### src/rtl/mmc_pkg.sv
package mmc_pkg;

  localparam int SAMPLE_BITS_DEF    = 16;
  localparam int GAIN_FRAC_BITS_DEF = 16;
  localparam int GAIN_BITS          = 24;
  localparam longint GAIN_MAX       = (longint'(1) << GAIN_BITS) - 1;
  localparam int AXES               = 3;
  localparam int MIN_START          = 9999;
  localparam int MAX_START          = -9999;

  typedef logic [1:0] axis_t;
  localparam axis_t AXIS_LAST = axis_t'(AXES - 1);

  typedef enum logic [2:0] {
    ST_IDLE,
    ST_START,
    ST_CORR,
    ST_RANGE,
    ST_DIV_LOAD,
    ST_DIV_STEP,
    ST_DIV_STORE,
    ST_WRITE
  } state_t;

  // Commands from the controller to the datapath
  typedef struct packed {
    logic  ld_in;
    logic  do_start;
    logic  upd_minmax;
    logic  mul_en;
    logic  fin_en;
    logic  do_range;
    logic  div_load;
    logic  div_step;
    logic  div_store;
    logic  load_out;
    axis_t mul_axis;
    axis_t fin_axis;
    axis_t div_axis;
  } mmc_cmd_t;

  // Status from the datapath to the controller
  typedef struct packed {
    logic calibrating;
    logic degenerate;
    logic out_busy;
  } mmc_stat_t;

endpackage

### src/rtl/magnetometer_minmax_calibration_top.sv
// Sample item: corrected in ST_CORR, then loaded into the output register from ST_WRITE;
//   the three axes share one multiplier, one axis a cycle, then truncate and saturate.
// Start item: restarts the trackers. Stop item: straight to ST_WRITE on fallback, else runs
//   the shared restoring divider per axis, one quotient bit a cycle, before ST_WRITE.
// One item is in work at a time; a finished result waits in the output register meanwhile.
// Synchronous active-low reset: not calibrating, trackers 9999/-9999, offsets 0, scales 1.0.
module magnetometer_minmax_calibration_top #(
  parameter int SAMPLE_BITS    = mmc_pkg::SAMPLE_BITS_DEF,
  parameter int GAIN_FRAC_BITS = mmc_pkg::GAIN_FRAC_BITS_DEF
) (
  input  logic                           clk,
  input  logic                           rst_n,
  input  logic                           in_valid,
  output logic                           in_stall,
  input  logic                           in_command,
  input  logic signed [SAMPLE_BITS-1:0]  in_raw_x,
  input  logic signed [SAMPLE_BITS-1:0]  in_raw_y,
  input  logic signed [SAMPLE_BITS-1:0]  in_raw_z,
  output logic                           out_valid,
  input  logic                           out_stall,
  output logic signed [SAMPLE_BITS-1:0]  out_x,
  output logic signed [SAMPLE_BITS-1:0]  out_y,
  output logic signed [SAMPLE_BITS-1:0]  out_z,
  output logic signed [SAMPLE_BITS:0]    out_offset_half_x,
  output logic signed [SAMPLE_BITS:0]    out_offset_half_y,
  output logic signed [SAMPLE_BITS:0]    out_offset_half_z,
  output logic [mmc_pkg::GAIN_BITS-1:0]  out_gain_x,
  output logic [mmc_pkg::GAIN_BITS-1:0]  out_gain_y,
  output logic [mmc_pkg::GAIN_BITS-1:0]  out_gain_z,
  output logic                           out_new_extreme,
  output logic                           out_calib_done,
  output logic                           out_calib_fault
);
  import mmc_pkg::*;

  mmc_cmd_t  cmd;
  mmc_stat_t stat;

  // Sequence items
  mmc_ctrl #(
    .SAMPLE_BITS    (SAMPLE_BITS),
    .GAIN_FRAC_BITS (GAIN_FRAC_BITS)
  ) u_ctrl (
    .clk        (clk),
    .rst_n      (rst_n),
    .in_valid   (in_valid),
    .in_command (in_command),
    .in_stall   (in_stall),
    .stat       (stat),
    .cmd        (cmd)
  );

  // Track, divide, correct and hold results
  mmc_datapath #(
    .SAMPLE_BITS    (SAMPLE_BITS),
    .GAIN_FRAC_BITS (GAIN_FRAC_BITS)
  ) u_dp (
    .clk               (clk),
    .rst_n             (rst_n),
    .cmd               (cmd),
    .stat              (stat),
    .in_command        (in_command),
    .in_raw_x          (in_raw_x),
    .in_raw_y          (in_raw_y),
    .in_raw_z          (in_raw_z),
    .out_stall         (out_stall),
    .out_valid         (out_valid),
    .out_x             (out_x),
    .out_y             (out_y),
    .out_z             (out_z),
    .out_offset_half_x (out_offset_half_x),
    .out_offset_half_y (out_offset_half_y),
    .out_offset_half_z (out_offset_half_z),
    .out_gain_x        (out_gain_x),
    .out_gain_y        (out_gain_y),
    .out_gain_z        (out_gain_z),
    .out_new_extreme   (out_new_extreme),
    .out_calib_done    (out_calib_done),
    .out_calib_fault   (out_calib_fault)
  );

endmodule

### src/rtl/mmc_ctrl.sv
module mmc_ctrl #(
  parameter int SAMPLE_BITS    = mmc_pkg::SAMPLE_BITS_DEF,
  parameter int GAIN_FRAC_BITS = mmc_pkg::GAIN_FRAC_BITS_DEF
) (
  input  logic              clk,
  input  logic              rst_n,
  input  logic              in_valid,
  input  logic              in_command,
  output logic              in_stall,
  input  mmc_pkg::mmc_stat_t stat,
  output mmc_pkg::mmc_cmd_t  cmd
);
  import mmc_pkg::*;

  localparam int NUM_W = SAMPLE_BITS + 2 + GAIN_FRAC_BITS;
  localparam int STEP_W = $clog2(NUM_W);

  state_t            state_r, state_nxt;
  logic [1:0]        cnt_r, cnt_nxt;
  axis_t             axis_r, axis_nxt;
  logic [STEP_W-1:0] step_r, step_nxt;

  // State register
  always_ff @(posedge clk) begin
    if (!rst_n) begin
      state_r <= ST_IDLE;
      cnt_r   <= '0;
      axis_r  <= '0;
      step_r  <= '0;
    end else begin
      state_r <= state_nxt;
      cnt_r   <= cnt_nxt;
      axis_r  <= axis_nxt;
      step_r  <= step_nxt;
    end
  end

  // Sequence each item through the datapath
  always_comb begin
    state_nxt    = state_r;
    cnt_nxt      = cnt_r;
    axis_nxt     = axis_r;
    step_nxt     = step_r;
    cmd          = '0;
    cmd.mul_axis = axis_t'(cnt_r);
    cmd.fin_axis = axis_t'(cnt_r - 2'd1);
    cmd.div_axis = axis_r;
    in_stall     = (state_r != ST_IDLE);
    unique case (state_r)
      ST_IDLE: begin
        if (in_valid) begin
          cmd.ld_in = 1'b1;
          cnt_nxt   = '0;
          axis_nxt  = '0;
          if (!in_command) begin
            state_nxt = ST_CORR;
          end else if (stat.calibrating) begin
            state_nxt = ST_RANGE;
          end else begin
            state_nxt = ST_START;
          end
        end
      end
      ST_START: begin
        cmd.do_start = 1'b1;
        state_nxt    = ST_WRITE;
      end
      ST_CORR: begin
        // multiply axis cnt while finishing axis cnt-1
        cmd.upd_minmax = (cnt_r == 2'd0);
        cmd.mul_en     = (cnt_r != 2'd3);
        cmd.fin_en     = (cnt_r != 2'd0);
        cnt_nxt        = cnt_r + 2'd1;
        if (cnt_r == 2'd3) begin
          state_nxt = ST_WRITE;
        end
      end
      ST_RANGE: begin
        cmd.do_range = 1'b1;
        state_nxt    = stat.degenerate ? ST_WRITE : ST_DIV_LOAD;
      end
      ST_DIV_LOAD: begin
        cmd.div_load = 1'b1;
        step_nxt     = '0;
        state_nxt    = ST_DIV_STEP;
      end
      ST_DIV_STEP: begin
        cmd.div_step = 1'b1;
        step_nxt     = step_r + STEP_W'(1);
        if (step_r == STEP_W'(NUM_W - 1)) begin
          state_nxt = ST_DIV_STORE;
        end
      end
      ST_DIV_STORE: begin
        cmd.div_store = 1'b1;
        axis_nxt      = axis_r + axis_t'(1);
        state_nxt     = (axis_r == AXIS_LAST) ? ST_WRITE : ST_DIV_LOAD;
      end
      ST_WRITE: begin
        // hold until the output register is free
        if (!stat.out_busy) begin
          cmd.load_out = 1'b1;
          state_nxt    = ST_IDLE;
        end
      end
      default: begin
        state_nxt = ST_IDLE;
      end
    endcase
  end

endmodule

### src/rtl/mmc_datapath.sv
module mmc_datapath #(
  parameter int SAMPLE_BITS    = mmc_pkg::SAMPLE_BITS_DEF,
  parameter int GAIN_FRAC_BITS = mmc_pkg::GAIN_FRAC_BITS_DEF
) (
  input  logic                           clk,
  input  logic                           rst_n,
  input  mmc_pkg::mmc_cmd_t              cmd,
  output mmc_pkg::mmc_stat_t             stat,
  input  logic                           in_command,
  input  logic signed [SAMPLE_BITS-1:0]  in_raw_x,
  input  logic signed [SAMPLE_BITS-1:0]  in_raw_y,
  input  logic signed [SAMPLE_BITS-1:0]  in_raw_z,
  input  logic                           out_stall,
  output logic                           out_valid,
  output logic signed [SAMPLE_BITS-1:0]  out_x,
  output logic signed [SAMPLE_BITS-1:0]  out_y,
  output logic signed [SAMPLE_BITS-1:0]  out_z,
  output logic signed [SAMPLE_BITS:0]    out_offset_half_x,
  output logic signed [SAMPLE_BITS:0]    out_offset_half_y,
  output logic signed [SAMPLE_BITS:0]    out_offset_half_z,
  output logic [mmc_pkg::GAIN_BITS-1:0]  out_gain_x,
  output logic [mmc_pkg::GAIN_BITS-1:0]  out_gain_y,
  output logic [mmc_pkg::GAIN_BITS-1:0]  out_gain_z,
  output logic                           out_new_extreme,
  output logic                           out_calib_done,
  output logic                           out_calib_fault
);
  import mmc_pkg::*;

  localparam int S      = SAMPLE_BITS;
  localparam int MM_W   = (S > 15) ? S : 15;
  localparam int RNG_W  = MM_W + 1;
  localparam int OFF_W  = S + 1;
  localparam int SUM_W  = S + 2;
  localparam int DEN_W  = S + 2;
  localparam int NUM_W  = S + 2 + GAIN_FRAC_BITS;
  localparam int QW     = (NUM_W > GAIN_BITS) ? NUM_W : GAIN_BITS;
  localparam int DIF_W  = S + 2;
  localparam int PW     = DIF_W + GAIN_BITS + 1;
  localparam int K      = GAIN_FRAC_BITS + 1;

  localparam longint G1_L = longint'(1) << GAIN_FRAC_BITS;
  localparam longint G2_L = longint'(2) << GAIN_FRAC_BITS;
  localparam logic [GAIN_BITS-1:0] GAIN_ONE =
    (G1_L > GAIN_MAX) ? GAIN_BITS'(GAIN_MAX) : GAIN_BITS'(G1_L);
  localparam logic [GAIN_BITS-1:0] GAIN_TWO =
    (G2_L > GAIN_MAX) ? GAIN_BITS'(GAIN_MAX) : GAIN_BITS'(G2_L);
  localparam logic signed [MM_W-1:0] MIN_INIT = MM_W'(MIN_START);
  localparam logic signed [MM_W-1:0] MAX_INIT = MM_W'(MAX_START);
  localparam logic signed [PW-1:0]   RND      = (PW'(1) << K) - PW'(1);
  localparam logic signed [PW-1:0]   LIM_HI   = (PW'(1) << (S - 1)) - PW'(1);
  localparam logic signed [PW-1:0]   LIM_LO   = ~LIM_HI;

  // item and calibration state
  logic                    cmd_in_r, cmd_in_nxt;
  logic signed [S-1:0]     raw_r [AXES];
  logic signed [S-1:0]     raw_nxt [AXES];
  logic                    calib_r, calib_nxt;
  logic                    usecorr_r, usecorr_nxt;
  logic signed [MM_W-1:0]  min_r [AXES];
  logic signed [MM_W-1:0]  min_nxt [AXES];
  logic signed [MM_W-1:0]  max_r [AXES];
  logic signed [MM_W-1:0]  max_nxt [AXES];
  logic signed [OFF_W-1:0] off_r [AXES];
  logic signed [OFF_W-1:0] off_nxt [AXES];
  logic [GAIN_BITS-1:0]    gain_r [AXES];
  logic [GAIN_BITS-1:0]    gain_nxt [AXES];
  logic                    ext_r, ext_nxt;
  logic                    done_r, done_nxt;
  logic                    fault_r, fault_nxt;

  // correction unit
  logic signed [PW-1:0]    prod_r, prod_nxt;
  logic signed [S-1:0]     res_r [AXES];
  logic signed [S-1:0]     res_nxt [AXES];

  // divider
  logic [S-1:0]            range_r [AXES];
  logic [S-1:0]            range_nxt [AXES];
  logic [NUM_W-1:0]        num_r, num_nxt;
  logic [DEN_W-1:0]        den_r, den_nxt;
  logic [DEN_W-1:0]        rem_r, rem_nxt;
  logic [NUM_W-1:0]        quo_r, quo_nxt;

  // output register
  logic                    ov_r, ov_nxt;
  logic signed [S-1:0]     ox_r, ox_nxt, oy_r, oy_nxt, oz_r, oz_nxt;
  logic signed [OFF_W-1:0] oox_r, oox_nxt, ooy_r, ooy_nxt, ooz_r, ooz_nxt;
  logic [GAIN_BITS-1:0]    ogx_r, ogx_nxt, ogy_r, ogy_nxt, ogz_r, ogz_nxt;
  logic                    oext_r, oext_nxt, odone_r, odone_nxt, ofault_r, ofault_nxt;

  // combinational helpers
  logic signed [MM_W-1:0]  raw_mm [AXES];
  logic signed [RNG_W-1:0] r_full [AXES];
  logic                    empty_c, zero_c;
  logic signed [DIF_W-1:0] dif_c;
  logic signed [GAIN_BITS:0] gsig_c;
  logic signed [PW-1:0]    prod_c;
  logic signed [PW-1:0]    adj_c, shr_c;
  logic signed [S-1:0]     sat_c;
  logic [SUM_W-1:0]        sum_c;
  logic [DEN_W-1:0]        rng_d;
  logic [DEN_W:0]          rem_sh;
  logic                    qbit;
  logic [QW-1:0]           quo_ext;
  logic [GAIN_BITS-1:0]    quo_sat;

  // Ranges and fault flags of the trackers
  always_comb begin
    empty_c = 1'b0;
    zero_c  = 1'b0;
    for (int a = 0; a < AXES; a++) begin
      raw_mm[a] = MM_W'(raw_r[a]);
      r_full[a] = RNG_W'(max_r[a]) - RNG_W'(min_r[a]);
      if (r_full[a] < 0) begin
        empty_c = 1'b1;
      end else if (r_full[a] == 0) begin
        zero_c = 1'b1;
      end
    end
  end

  // Multiply one axis: (2*raw - offset) * gain
  assign dif_c  = (DIF_W'(raw_r[cmd.mul_axis]) <<< 1) - DIF_W'(off_r[cmd.mul_axis]);
  assign gsig_c = signed'({1'b0, gain_r[cmd.mul_axis]});
  assign prod_c = PW'(dif_c) * PW'(gsig_c);

  // Truncate toward zero and saturate the registered product
  assign adj_c = prod_r + (prod_r[PW-1] ? RND : '0);
  assign shr_c = adj_c >>> K;
  always_comb begin
    if (shr_c > LIM_HI) begin
      sat_c = S'(LIM_HI);
    end else if (shr_c < LIM_LO) begin
      sat_c = S'(LIM_LO);
    end else begin
      sat_c = S'(shr_c);
    end
  end

  // Divider operands and one restoring step
  assign sum_c   = SUM_W'(range_r[0]) + SUM_W'(range_r[1]) + SUM_W'(range_r[2]);
  assign rng_d   = DEN_W'(range_r[cmd.div_axis]);
  assign rem_sh  = {rem_r, num_r[NUM_W-1]};
  assign qbit    = (rem_sh >= {1'b0, den_r});
  assign quo_ext = QW'(quo_r);
  assign quo_sat = (quo_ext > QW'(GAIN_MAX)) ? GAIN_BITS'(GAIN_MAX) : GAIN_BITS'(quo_r);

  assign stat.calibrating = calib_r;
  assign stat.degenerate  = empty_c | zero_c;
  assign stat.out_busy    = ov_r & out_stall;

  // Next state of all registers
  always_comb begin
    cmd_in_nxt  = cmd_in_r;
    calib_nxt   = calib_r;
    usecorr_nxt = usecorr_r;
    ext_nxt     = ext_r;
    done_nxt    = done_r;
    fault_nxt   = fault_r;
    prod_nxt    = prod_r;
    num_nxt     = num_r;
    den_nxt     = den_r;
    rem_nxt     = rem_r;
    quo_nxt     = quo_r;
    for (int a = 0; a < AXES; a++) begin
      raw_nxt[a]   = raw_r[a];
      min_nxt[a]   = min_r[a];
      max_nxt[a]   = max_r[a];
      off_nxt[a]   = off_r[a];
      gain_nxt[a]  = gain_r[a];
      res_nxt[a]   = res_r[a];
      range_nxt[a] = range_r[a];
    end
    ov_nxt     = ov_r & out_stall;
    ox_nxt     = ox_r;
    oy_nxt     = oy_r;
    oz_nxt     = oz_r;
    oox_nxt    = oox_r;
    ooy_nxt    = ooy_r;
    ooz_nxt    = ooz_r;
    ogx_nxt    = ogx_r;
    ogy_nxt    = ogy_r;
    ogz_nxt    = ogz_r;
    oext_nxt   = oext_r;
    odone_nxt  = odone_r;
    ofault_nxt = ofault_r;

    // capture the item and clear its flags
    if (cmd.ld_in) begin
      cmd_in_nxt = in_command;
      raw_nxt[0] = in_raw_x;
      raw_nxt[1] = in_raw_y;
      raw_nxt[2] = in_raw_z;
      ext_nxt    = 1'b0;
      done_nxt   = 1'b0;
      fault_nxt  = 1'b0;
    end

    // restart the trackers
    if (cmd.do_start) begin
      calib_nxt   = 1'b1;
      usecorr_nxt = 1'b0;
      for (int a = 0; a < AXES; a++) begin
        min_nxt[a] = MIN_INIT;
        max_nxt[a] = MAX_INIT;
      end
    end

    // widen the trackers
    if (cmd.upd_minmax && calib_r) begin
      for (int a = 0; a < AXES; a++) begin
        if (raw_mm[a] < min_r[a]) begin
          min_nxt[a] = raw_mm[a];
          ext_nxt    = 1'b1;
        end
        if (raw_mm[a] > max_r[a]) begin
          max_nxt[a] = raw_mm[a];
          ext_nxt    = 1'b1;
        end
      end
    end

    if (cmd.mul_en) begin
      prod_nxt = prod_c;
    end
    if (cmd.fin_en) begin
      res_nxt[cmd.fin_axis] = usecorr_r ? sat_c : raw_r[cmd.fin_axis];
    end

    // end calibration; apply fallback values when a range is empty or zero
    if (cmd.do_range) begin
      calib_nxt   = 1'b0;
      usecorr_nxt = 1'b1;
      done_nxt    = 1'b1;
      for (int a = 0; a < AXES; a++) begin
        range_nxt[a] = r_full[a][S-1:0];
      end
      if (empty_c || zero_c) begin
        fault_nxt = ~empty_c;
        for (int a = 0; a < AXES; a++) begin
          off_nxt[a]  = '0;
          gain_nxt[a] = empty_c ? GAIN_ONE : GAIN_TWO;
        end
      end
    end

    // divide (sum << frac) by 3 * range, one quotient bit a cycle
    if (cmd.div_load) begin
      num_nxt = NUM_W'(sum_c) << GAIN_FRAC_BITS;
      den_nxt = rng_d + (rng_d << 1);
      rem_nxt = '0;
      quo_nxt = '0;
    end
    if (cmd.div_step) begin
      rem_nxt = qbit ? DEN_W'(rem_sh - {1'b0, den_r}) : DEN_W'(rem_sh);
      num_nxt = num_r << 1;
      quo_nxt = {quo_r[NUM_W-2:0], qbit};
    end
    if (cmd.div_store) begin
      gain_nxt[cmd.div_axis] = quo_sat;
      off_nxt[cmd.div_axis]  = OFF_W'(max_r[cmd.div_axis]) + OFF_W'(min_r[cmd.div_axis]);
    end

    // load the result item
    if (cmd.load_out) begin
      ov_nxt     = 1'b1;
      ox_nxt     = cmd_in_r ? '0 : res_r[0];
      oy_nxt     = cmd_in_r ? '0 : res_r[1];
      oz_nxt     = cmd_in_r ? '0 : res_r[2];
      oox_nxt    = off_r[0];
      ooy_nxt    = off_r[1];
      ooz_nxt    = off_r[2];
      ogx_nxt    = gain_r[0];
      ogy_nxt    = gain_r[1];
      ogz_nxt    = gain_r[2];
      oext_nxt   = ext_r;
      odone_nxt  = done_r;
      ofault_nxt = fault_r;
    end
  end

  // Control and calibration state
  always_ff @(posedge clk) begin
    if (!rst_n) begin
      calib_r   <= 1'b0;
      usecorr_r <= 1'b0;
      ov_r      <= 1'b0;
      for (int a = 0; a < AXES; a++) begin
        min_r[a]  <= MIN_INIT;
        max_r[a]  <= MAX_INIT;
        off_r[a]  <= '0;
        gain_r[a] <= GAIN_ONE;
      end
    end else begin
      calib_r   <= calib_nxt;
      usecorr_r <= usecorr_nxt;
      ov_r      <= ov_nxt;
      for (int a = 0; a < AXES; a++) begin
        min_r[a]  <= min_nxt[a];
        max_r[a]  <= max_nxt[a];
        off_r[a]  <= off_nxt[a];
        gain_r[a] <= gain_nxt[a];
      end
    end
  end

  // Payload registers
  always_ff @(posedge clk) begin
    cmd_in_r <= cmd_in_nxt;
    ext_r    <= ext_nxt;
    done_r   <= done_nxt;
    fault_r  <= fault_nxt;
    prod_r   <= prod_nxt;
    num_r    <= num_nxt;
    den_r    <= den_nxt;
    rem_r    <= rem_nxt;
    quo_r    <= quo_nxt;
    for (int a = 0; a < AXES; a++) begin
      raw_r[a]   <= raw_nxt[a];
      res_r[a]   <= res_nxt[a];
      range_r[a] <= range_nxt[a];
    end
    ox_r     <= ox_nxt;
    oy_r     <= oy_nxt;
    oz_r     <= oz_nxt;
    oox_r    <= oox_nxt;
    ooy_r    <= ooy_nxt;
    ooz_r    <= ooz_nxt;
    ogx_r    <= ogx_nxt;
    ogy_r    <= ogy_nxt;
    ogz_r    <= ogz_nxt;
    oext_r   <= oext_nxt;
    odone_r  <= odone_nxt;
    ofault_r <= ofault_nxt;
  end

  assign out_valid         = ov_r;
  assign out_x             = ox_r;
  assign out_y             = oy_r;
  assign out_z             = oz_r;
  assign out_offset_half_x = oox_r;
  assign out_offset_half_y = ooy_r;
  assign out_offset_half_z = ooz_r;
  assign out_gain_x        = ogx_r;
  assign out_gain_y        = ogy_r;
  assign out_gain_z        = ogz_r;
  assign out_new_extreme   = oext_r;
  assign out_calib_done    = odone_r;
  assign out_calib_fault   = ofault_r;

endmodule

### config.mk
export PLATFORM = sky130hd
export DESIGN_NAME = magnetometer_minmax_calibration_top
export DESIGN_NICKNAME = d
export VERILOG_FILES = /design/src/rtl/mmc_pkg.sv /design/src/rtl/magnetometer_minmax_calibration_top.sv /design/src/rtl/mmc_ctrl.sv /design/src/rtl/mmc_datapath.sv
export SDC_FILE = /design/constraint.sdc
export NUM_CORES = 2
export LEC_CHECK = 0
export BUFFER_PORTS_ARGS = -buffer_cell sky130_fd_sc_hd__buf_2
export CORE_MARGIN = 1
export CORE_UTILIZATION = 48
export DETAILED_ROUTE_END_ITERATION = 10
export GPL_TIMING_DRIVEN = 1
export SLEW_MARGIN = 15
export SYNTH_ARGS = -nofsm -noshare
export SYNTH_HDL_FRONTEND = slang
export SYNTH_HIERARCHICAL = 1
export SYNTH_SLANG_ARGS = --single-unit
### constraint.sdc
create_clock -name clk -period 45.2 [get_ports clk]
set_input_delay 6.78 -clock clk [delete_from_list [all_inputs] [get_ports clk]]
set_output_delay 6.78 -clock clk [all_outputs]
set_load 0.005 [all_outputs]
# [Word level (Yosys, flattened, before mapping)]
# Memories as Yosys holds them, arrays and structs flattened. A register that Yosys moved wholly into a read port is not among the register bits.
# Cells that the tools add are included.
[classes] addsub=14 n_mul=1 magnitude_cmp=17 n_eq_ne=15 n_mux=113 bitwise_logic=18 n_reduce_logical=20
[op_table] operator="2-to-1 mux 48 bit" count=7
[op_table] operator="2-to-1 mux 16 bit" count=16
[op_table] operator="2-to-1 mux 72 bit" count=3
[op_table] operator="2-to-1 mux 51 bit" count=3
[op_table] operator="2-to-1 mux 34 bit" count=4
[op_table] operator="2-to-1 mux 24 bit" count=5
[op_table] operator="logical NOT 32 bit" count=3
[op_table] operator="2-to-1 mux 17 bit" count=5
[op_table] operator="bitwise mux 72 bit" count=1
[op_table] operator="2-to-1 mux 18 bit" count=4
[op_table] operator="bitwise mux 51 bit" count=1
[op_table] operator="less-than comparator 17 x 1 -> 1 bit, second input constant" count=3
[op_table] operator="subtractor 16 x 16 -> 17 bit" count=3
[op_table] operator="bitwise mux 48 bit" count=1
[op_table] operator="demux 24 bit (select 2 bit)" count=1
[op_table] operator="> comparator 16 bit" count=3
[op_table] operator="less-than comparator 16 bit" count=3
[op_table] operator="adder 43 x 17 -> 43 bit" count=1
[op_table] operator="multiplier 18 x 25 -> 43 bit" count=1
[op_table] operator="adder 16 x 16 -> 17 bit" count=2
[op_table] operator="demux 17 bit (select 2 bit)" count=1
[op_table] operator="> comparator 34 x 24 -> 1 bit, second input constant" count=1
[op_table] operator="2-to-1 mux 1 bit" count=34
[op_table] operator="2-to-1 mux 2 bit" count=17
[op_table] operator="other kinds (37)" count=75
[word_totals] reg_bits=325 mem_bits_rw=363 input_bits=53 output_inout_bits=176 elab_cells=234 mem_count=7
[memory_table] name="u_dp.gain_r" depth=3 width=24 read_ports=4 rd_clocked_by_memory_dff=1 wr=3 line="mmc_datapath.sv:66" rtl="logic [GAIN_BITS-1:0] gain_r [AXES];"
[memory_table] name="u_dp.off_r" depth=3 width=17 read_ports=4 rd_clocked_by_memory_dff=1 wr=3 line="mmc_datapath.sv:64" rtl="logic signed [OFF_W-1:0] off_r [AXES];"
[memory_table] name="u_dp.max_r" depth=3 width=16 read_ports=4 rd_clocked_by_memory_dff=1 wr=3 line="mmc_datapath.sv:62" rtl="logic signed [MM_W-1:0] max_r [AXES];"
[memory_table] name="u_dp.min_r" depth=3 width=16 read_ports=4 rd_clocked_by_memory_dff=1 wr=3 line="mmc_datapath.sv:60" rtl="logic signed [MM_W-1:0] min_r [AXES];"
[memory_table] name="u_dp.range_r" depth=3 width=16 read_ports=4 rd_clocked_by_memory_dff=1 wr=3 line="mmc_datapath.sv:78" rtl="logic [S-1:0] range_r [AXES];"
[memory_table] name="u_dp.raw_r" depth=3 width=16 read_ports=5 rd_clocked_by_memory_dff=1 wr=3 line="mmc_datapath.sv:56" rtl="logic signed [S-1:0] raw_r [AXES];"
[memory_table] name="1 more memories"

# [Longest topological paths before layout]
# An unclocked memory read counts as a cell.
[depth] ltp_word=15 depth_mapped=41 mapped_depth_nobuf=37

# [Cells and area by module]
# Netlist, hierarchy kept.
[by_module_without_submodules] mod="mmc_datapath" instances=1 cells_per_inst=4842 area_each_um2=48836.8 seq_area_each_um2=18017.3
[by_module_without_submodules] mod="mmc_ctrl" instances=1 cells_per_inst=110 area_each_um2=815.8 seq_area_each_um2=260.2

# [Least setup slack after synthesis]
# OpenSTA, ideal clock, no wires.
[synth_timing] path_type="input to register" startpoint="input out_stall" endpoint="register u_dp.ov_r, in the netlist u_dp/out_valid" setup_ps=113 arrival_time_ps=19674 required_time_ps=45087 path_slack_ps=25413 cell_stages=3 path_buffers=0 path_cell_list="and2_1 > nor3_1 > o21a_1"
[synth_lines] element="start, declared" line="magnetometer_minmax_calibration_top.sv:20" rtl="input logic out_stall,"
[synth_lines] element="end signal, assigned" line="mmc_datapath.sv:298" rtl="ov_r <= ov_nxt;"
[synth_lines] element="end, declared" line="mmc_datapath.sv:86" rtl="logic ov_r, ov_nxt;"

==> flow_summary_export.csv <==
group,metric,value,unit
placement,placement.io_buffers,228,
setup_path,reg2reg_setup_slack,33.44,ns
drt,first_iter_violations,3282,
setup_path,critPathCaptureType,"flip-flop",
drt,wl_per_cell,22.4,um
timing,timing_worst_slew_pin_value,1.25,ns
synthesis,post-synth-top-area-cell,"edfxtp_1",
cells_and_area,sequential_cell_area,18300,um2
clock_network,h-tree-depth,3,
clock_network,worst_skew_pair.late_latency,0.66,ns
power,pwr_density_cell,68.8,nW/um2
min_path,min_delay_path_depth,0,
synthesis,ys_types,88,
floorplanning,initial_core_util,48.6,%
setup_path,startpoint_type,"flip-flop",
power,static_leak,23.7,nW
cells_and_area,multiInputGateArea,28400,um2
run_status,run_status,"completed",
timing,timing.setup.tns,0,ns
clock_network,hold_fix_buffers_cts,0,
setup_path,crit_arrival,12.16,ns
timing,slew_viol_final,0,
setup_path,slowest_cell_on_crit_path,"xor2_1",
floorplanning,core.rowCount,117,
synthesis,synthTopCellsByArea,"edfxtp_1 27%, fa_1 15%, ha_1 9.8%, dfxtp_1 9.6%, inv_1 4.5%",
timing,fmaxAchievable,85.1,MHz
global_route,grt_antenna_before_repair,4,
timing,finClkSkew,0.0378,ns
placement,detailedPlacementHpwl,112000,um
clock_network,postCtsSetupBuffers,0,
floorplanning,dieHeight,324,um
min_path,timing.hold.worst.class,"flip-flop to flip-flop",
drt,detailroute.via_count,37200,
synthesis,syn-mean-instance-area,10.0,um2
synthesis,synth_flop_cell,"edfxtp_1",
timing,share_of_the_clock_period_used_by_the_worst_path,26.0,%
cells_and_area,drive_above_1_share,9.56,%
setup_path,critical_path_required,45.60,ns
clock_network,cts.sinks,688,
cells_and_area,layout.nets,5947,
setup_path,stage_delay_of_the_slowest_cell_on_the_critical_path,0.96,ns
floorplanning,die-area,105000,um2
synthesis,synth_seq_area_share,36.8,%
global_route,grt_start_max_net_pins,177,
cells_and_area,most-common-layout-cells,"595 x inv_1, 493 x nand2_1, 458 x nor2_1, 450 x edfxtp_1, 387 x ha_1",
clock_network,tritoncts.num_buffers,79,
power,vdd_ir_drop_max,0.0993,mV
setup_path,largest_fanout_on_the_critical_path,25,
synthesis,syn_area,49700,um2
cells_and_area,final_common_cell,"inv_1",
synthesis,count_of_flip_flops_with_a_built_in_enable_after_synthesis,450,
cells_and_area,layout-area-overhead-vs-synth,11.1,%
drt,dr.pass1.iters,6,
timing,postLayoutSetupSlackWorst,33.44,ns
setup_path,crit-reg2reg-capture,"u_dp/prod_r[41]$_DFFE_PP_",
timing,max_slew_margin,16.9,%
global_route,total_overflow_reported_by_the_global_router,0,
run,maxCapViolations,0,
synthesis,postSynthRegisterBits,688,
placement,gp_congestion,0.947,
synthesis,synth-simple-area-share,14.0,%
floorplanning,dieWidth,324,um
timing,final-setup-viol-count,0,
drt,route.detailed.drc,0,
synthesis,yosys_warnings,6,
timing,fin_crit,11.76,ns
clock_network,clock_tree_from_tritoncts,"yes",
synthesis,xor_xnor_cell_area_share_of_the_yosys_netlist,2.45,%
clock_network,cts-root-buf,"clkbuf_16",
min_path,min_from,"u_dp/ext_r$_DFF_P_",
synthesis,synth_top_area_share,27.2,%
timing,final_hold_viols,0,
clock_network,max-clock-path-buffers,3,
drt,drt_wl_total,147000,um
global_route,number_of_global_route_vias_before_repair,36000,
synthesis,post_synth_fa_ha_maj_area_fraction,24.9,%
synthesis,postSynth.asyncResetShare,0,%
drt,ant_nets,0,
synthesis,synth_top_family_by_area,"adder cells",
clock_network,post_cts_resize_count,0,
drt,avgViaCountPerCell,5.67,
setup_path,worst_path_most_repeated_cell,"fa_1",
setup_path,critPathLaunch,"u_ctrl/cnt_r[0]$_SDFFE_PN0P_",
synthesis,yosys-mux-area-fraction,3.42,%
setup_path,ff2ff_path_depth,32,
setup_path,critical_path_class,"flip-flop to flip-flop",
global_route,grt_pass1_wl,221000,um
placement,detailedPlace.worstSlack,33.52,ns
floorplanning,core,102000,um2
setup_path,r2r_start,"u_ctrl/cnt_r[0]$_SDFFE_PN0P_",
cells_and_area,fillCellCount,9254,
clock_network,cts.clk_slew.worst_paths,0.06,ns
synthesis,post_syn_nets,5768,
min_path,whs_endpoint,"u_dp/out_new_extreme$_DFFE_PP_",
timing,rsz0062_at_grt,"false",
synthesis,synth_compound_gate_area_share,12.2,%
floorplanning,num_io_pins,229,
global_route,track_usage,28.2,%
synthesis,netlist_instances,4952,
stage by stage:
step                      area [um2]  instances  power, mW  hold WS, ns  util (%)
final                          55100       6566       3.79        0.447      54.0
after global routing           55100       6565       4.06        0.460      54.0
after CTS                      55100       6565       3.78        0.443      54.0
after detailed placement       52400       6418       3.10        0.426      51.3
after global placement         52400       6418       3.08        0.416      51.3
after floorplan                49700       4952       2.41        0.401         -
final cells by class:
type / instances / area share, %
tap: 1368 / 3.10
multi-input combinational: 3458 / 51.6
antenna: 1 / 0.00454
clock inverter: 44 / 0.942
sequential: 688 / 33.2
timing repair buffer: 305 / 3.14
inverter: 599 / 4.08
clock buffer: 103 / 3.99
synth_stat cells, types with 13 or more instances:
cell and number:
or2_2 18, ha_1 387, nand3_1 53, dfxtp_1 238
o221ai_1 17, fa_1 376, a31oi_1 16, clkbuf_1 170
a21o_1 66, and3_1 16, edfxtp_1 450, a21oi_1 168
nor3_1 76, nand2_1 493, nor2b_1 107, or3_1 26
a32o_1 15, a211oi_1 44, and2_1 68, o2111ai_1 13
inv_1 597, a31o_1 26, o211ai_1 16, xnor2_1 82
nand2b_1 63, o31a_1 17, o2bb2ai_1 47, o21a_1 68
o21ai_0 223, nor2_1 461, nand4_1 33, buf_1 19
a22o_1 31, mux2i_1 163, xor2_1 57, nor3b_1 27
layer usage:
metal	GRT usage (%)	wire [um]
met2	40.5	60700
met3	6.71	14900
met1	42.4	68500
met4	6.80	3140
met5	0	34
power by group:
| part | switching (mW) | leakage [nW] | total [mW] | internal (mW) |
|---|---|---|---|---|
| Clock | 0.271 | 1.33 | 0.665 | 0.393 |
| Sequential | 0.0830 | 6.00 | 0.916 | 0.833 |
| Combinational | 1.40 | 16.4 | 2.21 | 0.817 |
registers in the layout, indices dropped and copies added, names as in the netlist, 17 cells and up:
signal,count
u_dp/quo_ext,34
u_dp/off_r,51
u_dp/out_gain_x,24
u_dp/out_offset_half_x,17
u_dp/out_offset_half_y,17
u_dp/gain_r,72
u_dp/prod_r,43
u_dp/out_offset_half_z,17
u_dp/out_gain_y,24
u_dp/num_r,18
u_dp/max_r,48
u_dp/rem_r,18
u_dp/out_gain_z,24
u_dp/min_r,48
u_dp/res_r,48
u_dp/range_r,48
u_dp/raw_r,48
u_dp/den_r,18
critical path, delay by kind of cell, from the launching register on:
| family | cells | cell delay [ns] |
|---|---|---|
| xor+xnor | 2 | 1.06 |
| buf+inv | 4 | 0.79 |
| flops | 1 | 0.67 |
| fa+ha+maj | 8 | 3.87 |
| mux | 2 | 0.82 |
| compound gates | 12 | 3.48 |
| simple gates | 4 | 0.80 |
worst max path at each step:
stage / endpoint / slack, ns / cells past startpoint
global route: u_dp/prod_r[41]$_DFFE_PP_ / 32.70 / 32
finish: u_dp/prod_r[41]$_DFFE_PP_ / 33.44 / 32
CTS: u_dp/prod_r[41]$_DFFE_PP_ / 33.46 / 32
global placement: u_dp/prod_r[42]$_DFFE_PP_ / 33.72 / 34
detailed placement: u_dp/prod_r[41]$_DFFE_PP_ / 33.52 / 32
floorplan: u_dp/out_valid$_SDFF_PN0_ / 25.41 / 3
kinds of logic after synthesis:
logic type / Yosys count
AO/OA/AOI/OAI: 890
XOR/XNOR: 139
adder cells (fa/ha/maj): 763
buffers and inverters: 806
flip-flops: 688
multiplexers: 169
AND/OR/NAND/NOR: 1497
Power figures use the tool's default switching activity.
